[src/rtl/rid_pkg.sv]
package rid_pkg;

    localparam logic [14:0] BASE_RESET = 15'd101;

    localparam logic CMD_ALLOC = 1'b0;
    localparam logic CMD_FREE  = 1'b1;

    typedef enum logic [1:0] {
        STATUS_OK        = 2'd0,
        STATUS_NOT_FOUND = 2'd1,
        STATUS_EXHAUSTED = 2'd2
    } status_t;

    typedef enum logic [1:0] {
        BS_CLEAR,
        BS_IDLE,
        BS_READ
    } back_state_t;

    // classification of a queued request, decided at the front
    typedef struct packed {
        logic is_free;
        logic in_range;
    } req_class_t;

endpackage

[src/rtl/rid_ram.sv]
module rid_ram #(
    parameter int WIDTH = 8,
    parameter int DEPTH = 256
) (
    input  logic                     clk,
    input  logic                     we,
    input  logic [$clog2(DEPTH)-1:0] waddr,
    input  logic [WIDTH-1:0]         wdata,
    input  logic [$clog2(DEPTH)-1:0] raddr,
    output logic [WIDTH-1:0]         rdata
);

    logic [WIDTH-1:0] mem [DEPTH];
    logic [WIDTH-1:0] rdata_reg;

    always_ff @(posedge clk)
    begin
        if (we)
        begin
            mem[waddr] <= wdata;
        end
        rdata_reg <= mem[raddr];
    end

    assign rdata = rdata_reg;

endmodule

[src/rtl/rid_front.sv]
module rid_front #(
    parameter int MAX_IDS = 256
) (
    input  logic                       clk,
    input  logic                       rst_n,
    input  logic                       start,
    output logic                       busy,
    input  logic                       cmd,
    input  logic [15:0]                free_id,
    input  logic [14:0]                base_id,
    input  logic                       clearing,
    input  logic                       pop,
    output logic                       q_valid,
    output rid_pkg::req_class_t        q_cls,
    output logic [$clog2(MAX_IDS)-1:0] q_slot
);

    localparam int SW = $clog2(MAX_IDS);

    rid_pkg::req_class_t   cls_reg [2];
    logic [SW-1:0]         slot_reg [2];
    logic                  wr_ptr_reg;
    logic                  rd_ptr_reg;
    logic [1:0]            count_reg;
    logic [1:0]            count_next;

    logic [16:0]           diff;
    rid_pkg::req_class_t   cls_in;
    logic                  push;

    // slot = free_id - base_id; out of range when negative or past the pool
    assign diff            = {1'b0, free_id} - {2'b00, base_id};
    assign cls_in.is_free  = (cmd == rid_pkg::CMD_FREE);
    assign cls_in.in_range = !diff[16] && (diff < 17'(MAX_IDS));

    assign busy    = (count_reg == 2'd2) || clearing;
    assign push    = start && !busy;
    assign q_valid = (count_reg != 2'd0);
    assign q_cls   = cls_reg[rd_ptr_reg];
    assign q_slot  = slot_reg[rd_ptr_reg];

    always_comb
    begin
        count_next = count_reg;
        if (push && !pop)
        begin
            count_next = count_reg + 2'd1;
        end
        else if (pop && !push)
        begin
            count_next = count_reg - 2'd1;
        end
    end

    always_ff @(posedge clk)
    begin
        if (push)
        begin
            cls_reg[wr_ptr_reg]  <= cls_in;
            slot_reg[wr_ptr_reg] <= diff[SW-1:0];
        end
    end

    always_ff @(posedge clk or negedge rst_n)
    begin
        if (!rst_n)
        begin
            wr_ptr_reg <= 1'b0;
            rd_ptr_reg <= 1'b0;
            count_reg  <= 2'd0;
        end
        else
        begin
            if (push)
            begin
                wr_ptr_reg <= !wr_ptr_reg;
            end
            if (pop)
            begin
                rd_ptr_reg <= !rd_ptr_reg;
            end
            count_reg <= count_next;
        end
    end

endmodule

[src/rtl/rid_back.sv]
module rid_back #(
    parameter int MAX_IDS = 256
) (
    input  logic                       clk,
    input  logic                       rst_n,
    input  logic [14:0]                base_id,
    input  logic                       q_valid,
    input  rid_pkg::req_class_t        q_cls,
    input  logic [$clog2(MAX_IDS)-1:0] q_slot,
    output logic                       pop,
    output logic                       clearing,
    output logic                       done,
    output logic [15:0]                granted_id,
    output rid_pkg::status_t           status
);

    localparam int SW = $clog2(MAX_IDS);
    localparam int CW = $clog2(MAX_IDS + 1);
    localparam logic [SW-1:0] LAST_SLOT = SW'(MAX_IDS - 1);
    localparam logic [CW-1:0] FULL_CNT  = CW'(MAX_IDS);

    rid_pkg::back_state_t state_reg;
    rid_pkg::back_state_t state_next;

    logic [CW-1:0]        fill_reg,    fill_next;
    logic [CW-1:0]        fresh_reg,   fresh_next;
    logic [SW-1:0]        rd_ptr_reg,  rd_ptr_next;
    logic [SW-1:0]        wr_ptr_reg,  wr_ptr_next;
    logic [SW-1:0]        clr_idx_reg;
    logic                 hold_free_reg;
    logic [SW-1:0]        hold_slot_reg;
    logic                 done_reg,    done_next;
    logic [15:0]          granted_reg, granted_next;
    rid_pkg::status_t     status_reg,  status_next;

    logic                 map_we;
    logic [SW-1:0]        map_waddr;
    logic                 map_wdata;
    logic                 map_rdata;
    logic                 fifo_we;
    logic [SW-1:0]        fifo_rdata;

    rid_ram #(.WIDTH(1), .DEPTH(MAX_IDS)) u_map (
        .clk   (clk),
        .we    (map_we),
        .waddr (map_waddr),
        .wdata (map_wdata),
        .raddr (q_slot),
        .rdata (map_rdata)
    );

    rid_ram #(.WIDTH(SW), .DEPTH(MAX_IDS)) u_fifo (
        .clk   (clk),
        .we    (fifo_we),
        .waddr (wr_ptr_reg),
        .wdata (hold_slot_reg),
        .raddr (rd_ptr_reg),
        .rdata (fifo_rdata)
    );

    function automatic logic [SW-1:0] ptr_inc(input logic [SW-1:0] p);
        return (p == LAST_SLOT) ? '0 : p + SW'(1);
    endfunction

    function automatic logic [15:0] id_of(input logic [14:0] base, input logic [SW-1:0] s);
        return 16'(base) + 16'(s);
    endfunction

    // next state
    always_comb
    begin
        state_next = state_reg;
        case (state_reg)
            rid_pkg::BS_CLEAR:
            begin
                if (clr_idx_reg == LAST_SLOT)
                begin
                    state_next = rid_pkg::BS_IDLE;
                end
            end
            rid_pkg::BS_IDLE:
            begin
                if (q_valid)
                begin
                    if (q_cls.is_free ? q_cls.in_range : (fill_reg != '0))
                    begin
                        state_next = rid_pkg::BS_READ;
                    end
                end
            end
            rid_pkg::BS_READ:
            begin
                state_next = rid_pkg::BS_IDLE;
            end
            default:
            begin
                state_next = rid_pkg::BS_CLEAR;
            end
        endcase
    end

    // outputs and datapath updates
    always_comb
    begin
        pop          = 1'b0;
        map_we       = 1'b0;
        map_waddr    = q_slot;
        map_wdata    = 1'b0;
        fifo_we      = 1'b0;
        fill_next    = fill_reg;
        fresh_next   = fresh_reg;
        rd_ptr_next  = rd_ptr_reg;
        wr_ptr_next  = wr_ptr_reg;
        done_next    = 1'b0;
        granted_next = '0;
        status_next  = rid_pkg::STATUS_OK;
        case (state_reg)
            rid_pkg::BS_CLEAR:
            begin
                map_we    = 1'b1;
                map_waddr = clr_idx_reg;
            end
            rid_pkg::BS_IDLE:
            begin
                if (q_valid)
                begin
                    pop = 1'b1;
                    if (q_cls.is_free)
                    begin
                        if (!q_cls.in_range)
                        begin
                            done_next   = 1'b1;
                            status_next = rid_pkg::STATUS_NOT_FOUND;
                        end
                    end
                    else if (fill_reg != '0)
                    begin
                        // recycle: slot comes out of the free list next cycle
                        rd_ptr_next = ptr_inc(rd_ptr_reg);
                        fill_next   = fill_reg - CW'(1);
                    end
                    else if (fresh_reg != FULL_CNT)
                    begin
                        map_we       = 1'b1;
                        map_waddr    = fresh_reg[SW-1:0];
                        map_wdata    = 1'b1;
                        fresh_next   = fresh_reg + CW'(1);
                        done_next    = 1'b1;
                        granted_next = id_of(base_id, fresh_reg[SW-1:0]);
                    end
                    else
                    begin
                        done_next   = 1'b1;
                        status_next = rid_pkg::STATUS_EXHAUSTED;
                    end
                end
            end
            rid_pkg::BS_READ:
            begin
                done_next = 1'b1;
                if (!hold_free_reg)
                begin
                    map_we       = 1'b1;
                    map_waddr    = fifo_rdata;
                    map_wdata    = 1'b1;
                    granted_next = id_of(base_id, fifo_rdata);
                end
                else if (map_rdata && (fill_reg != FULL_CNT))
                begin
                    map_we      = 1'b1;
                    map_waddr   = hold_slot_reg;
                    fifo_we     = 1'b1;
                    wr_ptr_next = ptr_inc(wr_ptr_reg);
                    fill_next   = fill_reg + CW'(1);
                end
                else
                begin
                    status_next = rid_pkg::STATUS_NOT_FOUND;
                end
            end
            default:
            begin
                pop = 1'b0;
            end
        endcase
    end

    always_ff @(posedge clk)
    begin
        if (pop)
        begin
            hold_free_reg <= q_cls.is_free;
            hold_slot_reg <= q_slot;
        end
        granted_reg <= granted_next;
        status_reg  <= status_next;
    end

    always_ff @(posedge clk or negedge rst_n)
    begin
        if (!rst_n)
        begin
            state_reg   <= rid_pkg::BS_CLEAR;
            clr_idx_reg <= '0;
            fill_reg    <= '0;
            fresh_reg   <= '0;
            rd_ptr_reg  <= '0;
            wr_ptr_reg  <= '0;
            done_reg    <= 1'b0;
        end
        else
        begin
            state_reg <= state_next;
            if (state_reg == rid_pkg::BS_CLEAR)
            begin
                clr_idx_reg <= clr_idx_reg + SW'(1);
            end
            fill_reg   <= fill_next;
            fresh_reg  <= fresh_next;
            rd_ptr_reg <= rd_ptr_next;
            wr_ptr_reg <= wr_ptr_next;
            done_reg   <= done_next;
        end
    end

    assign clearing   = (state_reg == rid_pkg::BS_CLEAR);
    assign done       = done_reg;
    assign granted_id = granted_reg;
    assign status     = status_reg;

    a_fill_bound: assert property (@(posedge clk) disable iff (!rst_n)
        fill_reg <= FULL_CNT)
        else $error("free list count past pool size");

    a_fresh_bound: assert property (@(posedge clk) disable iff (!rst_n)
        fresh_reg <= FULL_CNT)
        else $error("fresh counter past pool size");

    a_no_result_in_clear: assert property (@(posedge clk) disable iff (!rst_n)
        done_reg |-> $past(state_reg) != rid_pkg::BS_CLEAR)
        else $error("result issued during clearing pass");

    a_exhausted_real: assert property (@(posedge clk) disable iff (!rst_n)
        (done_reg && status_reg == rid_pkg::STATUS_EXHAUSTED)
            |-> (fill_reg == '0 && fresh_reg == FULL_CNT))
        else $error("exhaustion reported with identifiers left");

    a_zero_on_fail: assert property (@(posedge clk) disable iff (!rst_n)
        (done_reg && status_reg != rid_pkg::STATUS_OK) |-> granted_reg == '0)
        else $error("nonzero identifier on failed request");

endmodule

[src/rtl/recycling_id_allocator.sv]
// Recycling identifier allocator.
// Request channel: drive cmd (0 allocate, 1 free) and free_id with start high;
// the item is taken at a rising edge where start is high and busy is low.
// Config channel: cfg_data is the base identifier (slot 0), taken when
// cfg_valid and cfg_ready are both high; write it only while the block is idle.
// Results: done is high for exactly one cycle with granted_id and status.
// The receiver cannot stall; every item yields exactly one result, in order.
// Flow: a fresh allocation, an exhausted allocation or an out-of-range free
// reports from the result registers once the back end pops it; a recycled
// allocation or an in-range free also passes through the READ state for the
// registered read of the free list or the in-use map; no item pops in READ.
// A 2-entry queue sits between the front classifier and the back end; busy
// rises when it is full. Reset: base returns to 101, counters and free list
// empty; the in-use map is then cleared one slot per cycle, busy held high.
module recycling_id_allocator #(
    parameter int MAX_IDS = 256
) (
    input  logic        clk,
    input  logic        rst_n,
    input  logic        start,
    output logic        busy,
    input  logic        cmd,
    input  logic [15:0] free_id,
    input  logic        cfg_valid,
    output logic        cfg_ready,
    input  logic [14:0] cfg_data,
    output logic        done,
    output logic [15:0] granted_id,
    output logic [1:0]  status
);

    localparam int SW = $clog2(MAX_IDS);

    logic [14:0]         base_reg;
    logic                clearing;
    logic                pop;
    logic                q_valid;
    rid_pkg::req_class_t q_cls;
    logic [SW-1:0]       q_slot;
    rid_pkg::status_t    status_int;

    assign cfg_ready = 1'b1;

    always_ff @(posedge clk or negedge rst_n)
    begin
        if (!rst_n)
        begin
            base_reg <= rid_pkg::BASE_RESET;
        end
        else if (cfg_valid && cfg_ready)
        begin
            base_reg <= cfg_data;
        end
    end

    rid_front #(.MAX_IDS(MAX_IDS)) u_front (
        .clk      (clk),
        .rst_n    (rst_n),
        .start    (start),
        .busy     (busy),
        .cmd      (cmd),
        .free_id  (free_id),
        .base_id  (base_reg),
        .clearing (clearing),
        .pop      (pop),
        .q_valid  (q_valid),
        .q_cls    (q_cls),
        .q_slot   (q_slot)
    );

    rid_back #(.MAX_IDS(MAX_IDS)) u_back (
        .clk        (clk),
        .rst_n      (rst_n),
        .base_id    (base_reg),
        .q_valid    (q_valid),
        .q_cls      (q_cls),
        .q_slot     (q_slot),
        .pop        (pop),
        .clearing   (clearing),
        .done       (done),
        .granted_id (granted_id),
        .status     (status_int)
    );

    assign status = status_int;

endmodule

[config.mk]
export PLATFORM = sky130hd
export DESIGN_NAME = recycling_id_allocator
export DESIGN_NICKNAME = d
export VERILOG_FILES = /design/src/rtl/rid_pkg.sv /design/src/rtl/rid_ram.sv /design/src/rtl/rid_front.sv /design/src/rtl/rid_back.sv /design/src/rtl/recycling_id_allocator.sv
export SDC_FILE = /design/constraint.sdc
export NUM_CORES = 2
export LEC_CHECK = 0
export ABC_AREA = 1
export BUFFER_PORTS_ARGS = -buffer_cell sky130_fd_sc_hd__buf_2
export CORE_MARGIN = 2
export CORE_UTILIZATION = 45
export CTS_BUF_LIST = sky130_fd_sc_hd__clkbuf_4
export DETAILED_ROUTE_END_ITERATION = 10
export GPL_TIMING_DRIVEN = 0
export PLACE_DENSITY_LB_ADDON = 0.08
export SYNTH_ARGS = -nofsm -noshare
export SYNTH_HDL_FRONTEND = slang
export SYNTH_HIERARCHICAL = 1
export SYNTH_SLANG_ARGS = --single-unit
[constraint.sdc]
create_clock -name clk -period 18.7 [get_ports clk]
set_input_delay 0.935 -clock clk [delete_from_list [all_inputs] [get_ports clk]]
set_output_delay 0.935 -clock clk [all_outputs]
set_load 0.005 [all_outputs]
==> summary.md <==
| Metric | Value |
|---|---|
| Commonest non-fill, non-tap cell in the layout | nand2_1 |
| Die outline height | 482 um |
| Hold Fails Final Rpt | 0 |
| Synth area leader | edfxtp_1 |
| Gr usage total | 0.360 |
| I/O Pins | 57 |
| Most flops, register | u_back/u_fifo/mem |
| Post-Route WL | 423 mm |
| Post-route antenna net violation count | 0 |
| Rel. slew slack | -0.182 |
| TritonCTS clock tree | built |
| Int Pwr | 8430 uW |
| Peak VDD IR | 65.7 uV |
| Initial DRT Pass Iterations | 7 |
| Period utilization | 0.282 |
| Critical Path, Cell by Cell | inv_1 -> ha_1 -> buf_2 -> inv_2 -> nor2_2 -> buf_4 -> clkbuf_1 -> nand2_1 -> clkbuf_1 -> nor2_1 |
| Crit path max fanout | 13 |
| Combinational share of power | 0.009 |
| Starting Density | 0.453 |
| Vias in the first global route | 76.1k |
| Share of the yosys chip area belonging to registers | 0.702 |
| DR DRC count | 0 |
| Top cell type's share of synthesized area | 0.681 |
| Reg-to-reg slack, setup | 13430 ps |
| Async S/R FF share, synth | 0.0264 |
| Hold_ws | 130 ps |
| WL/cell | 31.1 um |
| Max cap viols | 25 |
| First-pass GRT wire length | 579 mm |
| Most frequent cells in the layout | nand2_1, nand3_1, edfxtp_1, clkbuf_4, nor2_1 |
| Layout Nets | 10.2k |
| Slowest cell on crit path | nor2_1 |
| Inst Count DP | 12.4k |
| Initial antenna violation count | 24 |
| Flop pwr share | 0.547 |
| Synth Register Bits | 2424 |
| Die X | 482 um |
| Arrival time at the worst endpoint | 6330 ps |
| Critical path required time | 19760 ps |
| FILL cells | 20.5k |
| Row Count | 175 |
| Net Sw Power | 2290 uW |
| Syn Inst Count | 9237 |
| Mapped Area | 103000 um2 |
| Setup Total Neg Slack | 0 ps |
| Area grow syn2layout | 15.6% |
| CP endpoint kind | register |
| Status | complete, but fails checks |
| Initial DRC count | 12.9k |
| Switch share | 0.214 |
| Most used DFF post-synth | edfxtp_1 |
| Crit path largest cell delay | 1400 ps |
| Clock network fraction of design power | 0.444 |
| Mean Syn Cell Area | 11.1 um2 |
| Clk slew on worst S/H paths | 70 ps |
| Power Density | 90.2 nW/um2 |
| Worst skew pair latency | 1520 ps |
| Number of distinct library cells after synthesis | 53 |
| Critical Path Source Type | register |
| Cell mode on critical path | clkbuf_1 |
| HP Class | input port to async pin |
| Clk root buf | clkbuf_4 |
| Max reg flops | 2048 |
| Regs by FF count | u_back/u_fifo/mem x2048, u_back/u_map/mem x256 |
| Non-Filler Instances | 13.6k |
| Cts repair resizes | 0 |
| Die footprint | 232000 um2 |
| H-tree depth | 6 |
| Overflow after GRT | 0 |
| Sinks on Clock Net | 2424 |
| Top post-synthesis cells by area | edfxtp_1, nand3_1, nand2_1, nor2_1, dfrtp_1 |
| Worst-Margin Slew | 1770 ps |
| TritonCTS Buffers | 662 |
| Vias per Instance | 5.97 |
| Fin. max-slew vios | 219 |
| GP Congestion | 1.03 |
| Failing checks | capacitance limit, slew limit |
| Fin util | 0.523 |
| Clock Path Buffers | 4 |
| Peak Freq | 0.190 GHz |
| Minimum clock period | 5270 ps |
| Yosys warns | 6 |
| Layout cells sized above 1 | 0.161 |
| CORE AREA | 227000 um2 |
| Final WS setup | 13430 ps |
| Unrepaired setup endpoints after global routing | false |
| Setup violators final | 0 |
| Post-synth EDFFs | 2333 |
| CP Class | register to register |
| Mapped Nets | 9325 |
| Final HPWL DP | 295 mm |
| Largest net degree at the start of global routing | 62 |
| Vias | 81.2k |
| Clock skew | 124 ps |
| Postcts setup bufs | 0 |
| P_leak | 0.0434 uW |
| Pre-CTS setup slack | 13630 ps |
| # port buffers | 54 |
layout make-up:
type                    instances  area [um2]  area share
plain buffers                 584        3120      0.0263
clock inverters               116         728     0.00612
repair buffers                230        3900      0.0328
inverters                     213         812     0.00683
well taps                    3009        3760      0.0317
multi-input cells            6016       26800       0.226
clock buffers                 995        7470      0.0628
diodes                         23        57.6    0.000484
flip-flops and latches       2424       72200       0.607
critical path: cells and delay by family (launching register included):
kind	cells	cell delay (ps)
flops	1	420
fa+ha+maj	1	140
simple gates	3	2300
buf+inv	6	1990
synthesized netlist by cell type (7+ instances only):
cell type,instances
nand3_1,2350
nand4_1,20
clkbuf_1,155
inv_1,194
nor2_1,634
nor3_1,12
inv_2,14
nand2_1,2746
buf_6,41
dfxtp_1,27
buf_2,287
o21ai_1,7
ha_1,48
buf_4,55
mux2_2,10
o21ai_0,23
dfrtp_1,60
buf_1,43
xnor2_1,15
a21oi_1,45
xor2_1,32
a221oi_1,7
edfxtp_1,2333
nand2_2,9
power by group through the flow:
| stage | logic (uW) | registers, uW | clock network, uW |
|---|---|---|---|
| after global placement | 85.0 | 5990 | 0 |
| after CTS | 96.3 | 5870 | 4820 |
| after floorplan | 58.6 | 5980 | 0 |
| after global routing | 110 | 5870 | 5110 |
| final | 95.9 | 5870 | 4760 |
| after detailed placement | 85.7 | 5990 | 0 |
per-layer routing:
metal  up-vias  global-route usage  wire (um)
met5         -                   0        138
met4        20               0.215      28200
met3      1212               0.114      55600
met2      5903               0.527     183000
met1     39557               0.468     156000
li1      34513                   -          -
kinds of logic after synthesis:
| kind of cell | Yosys count | synth area share |
|---|---|---|
| and+or+nand+nor | 5803 | 0.243 |
| DFF | 2424 | 0.702 |
| buffers and inverters | 797 | 0.0381 |
| AOI/OAI and AO/OA | 103 | 0.00579 |
| adders and majority gates | 52 | 0.00662 |
| xor gates and xnor gates | 47 | 0.00400 |
| muxes | 10 | 0.00109 |
| other | 1 | 0.0000365 |
worst paths after layout:
kind,start,endpoint,cells after the start
worst min register to register,u_front/count_reg[0]$_DFFE_PN0P_,u_front/count_reg[0]$_DFFE_PN0P_,1
min in group clk,free_id[1],u_front/slot_reg[0][1]$_DFFE_PP_,4
max in group asynchronous,rst_n,base_reg[14]$_DFFE_PN0P_,3
worst min-delay path,rst_n,u_back/fill_reg[7]$_DFFE_PN0P_,3
worst max register to register,u_back/state_reg[0]$_DFFE_PN0P_,u_back/u_fifo/mem[241][4]$_DFFE_PP_,10
worst max-delay path,u_back/state_reg[0]$_DFFE_PN0P_,u_back/u_fifo/mem[241][4]$_DFFE_PP_,10
metrics by stage:
stage               power [uW]  cell area (um2)
finish                   10700           119000
global route             11100           119000
CTS                      10800           119000
detailed placement        6070           110000
global placement          6070           107000
floorplan                 6040           103000
timing repair:
item                                    4_1_cts  5_1_grt
hold buffers                                 52        0
endpoints found under the setup margin        0        0
endpoints found under the hold margin        89        0
(Power assumes the default switching activity.)
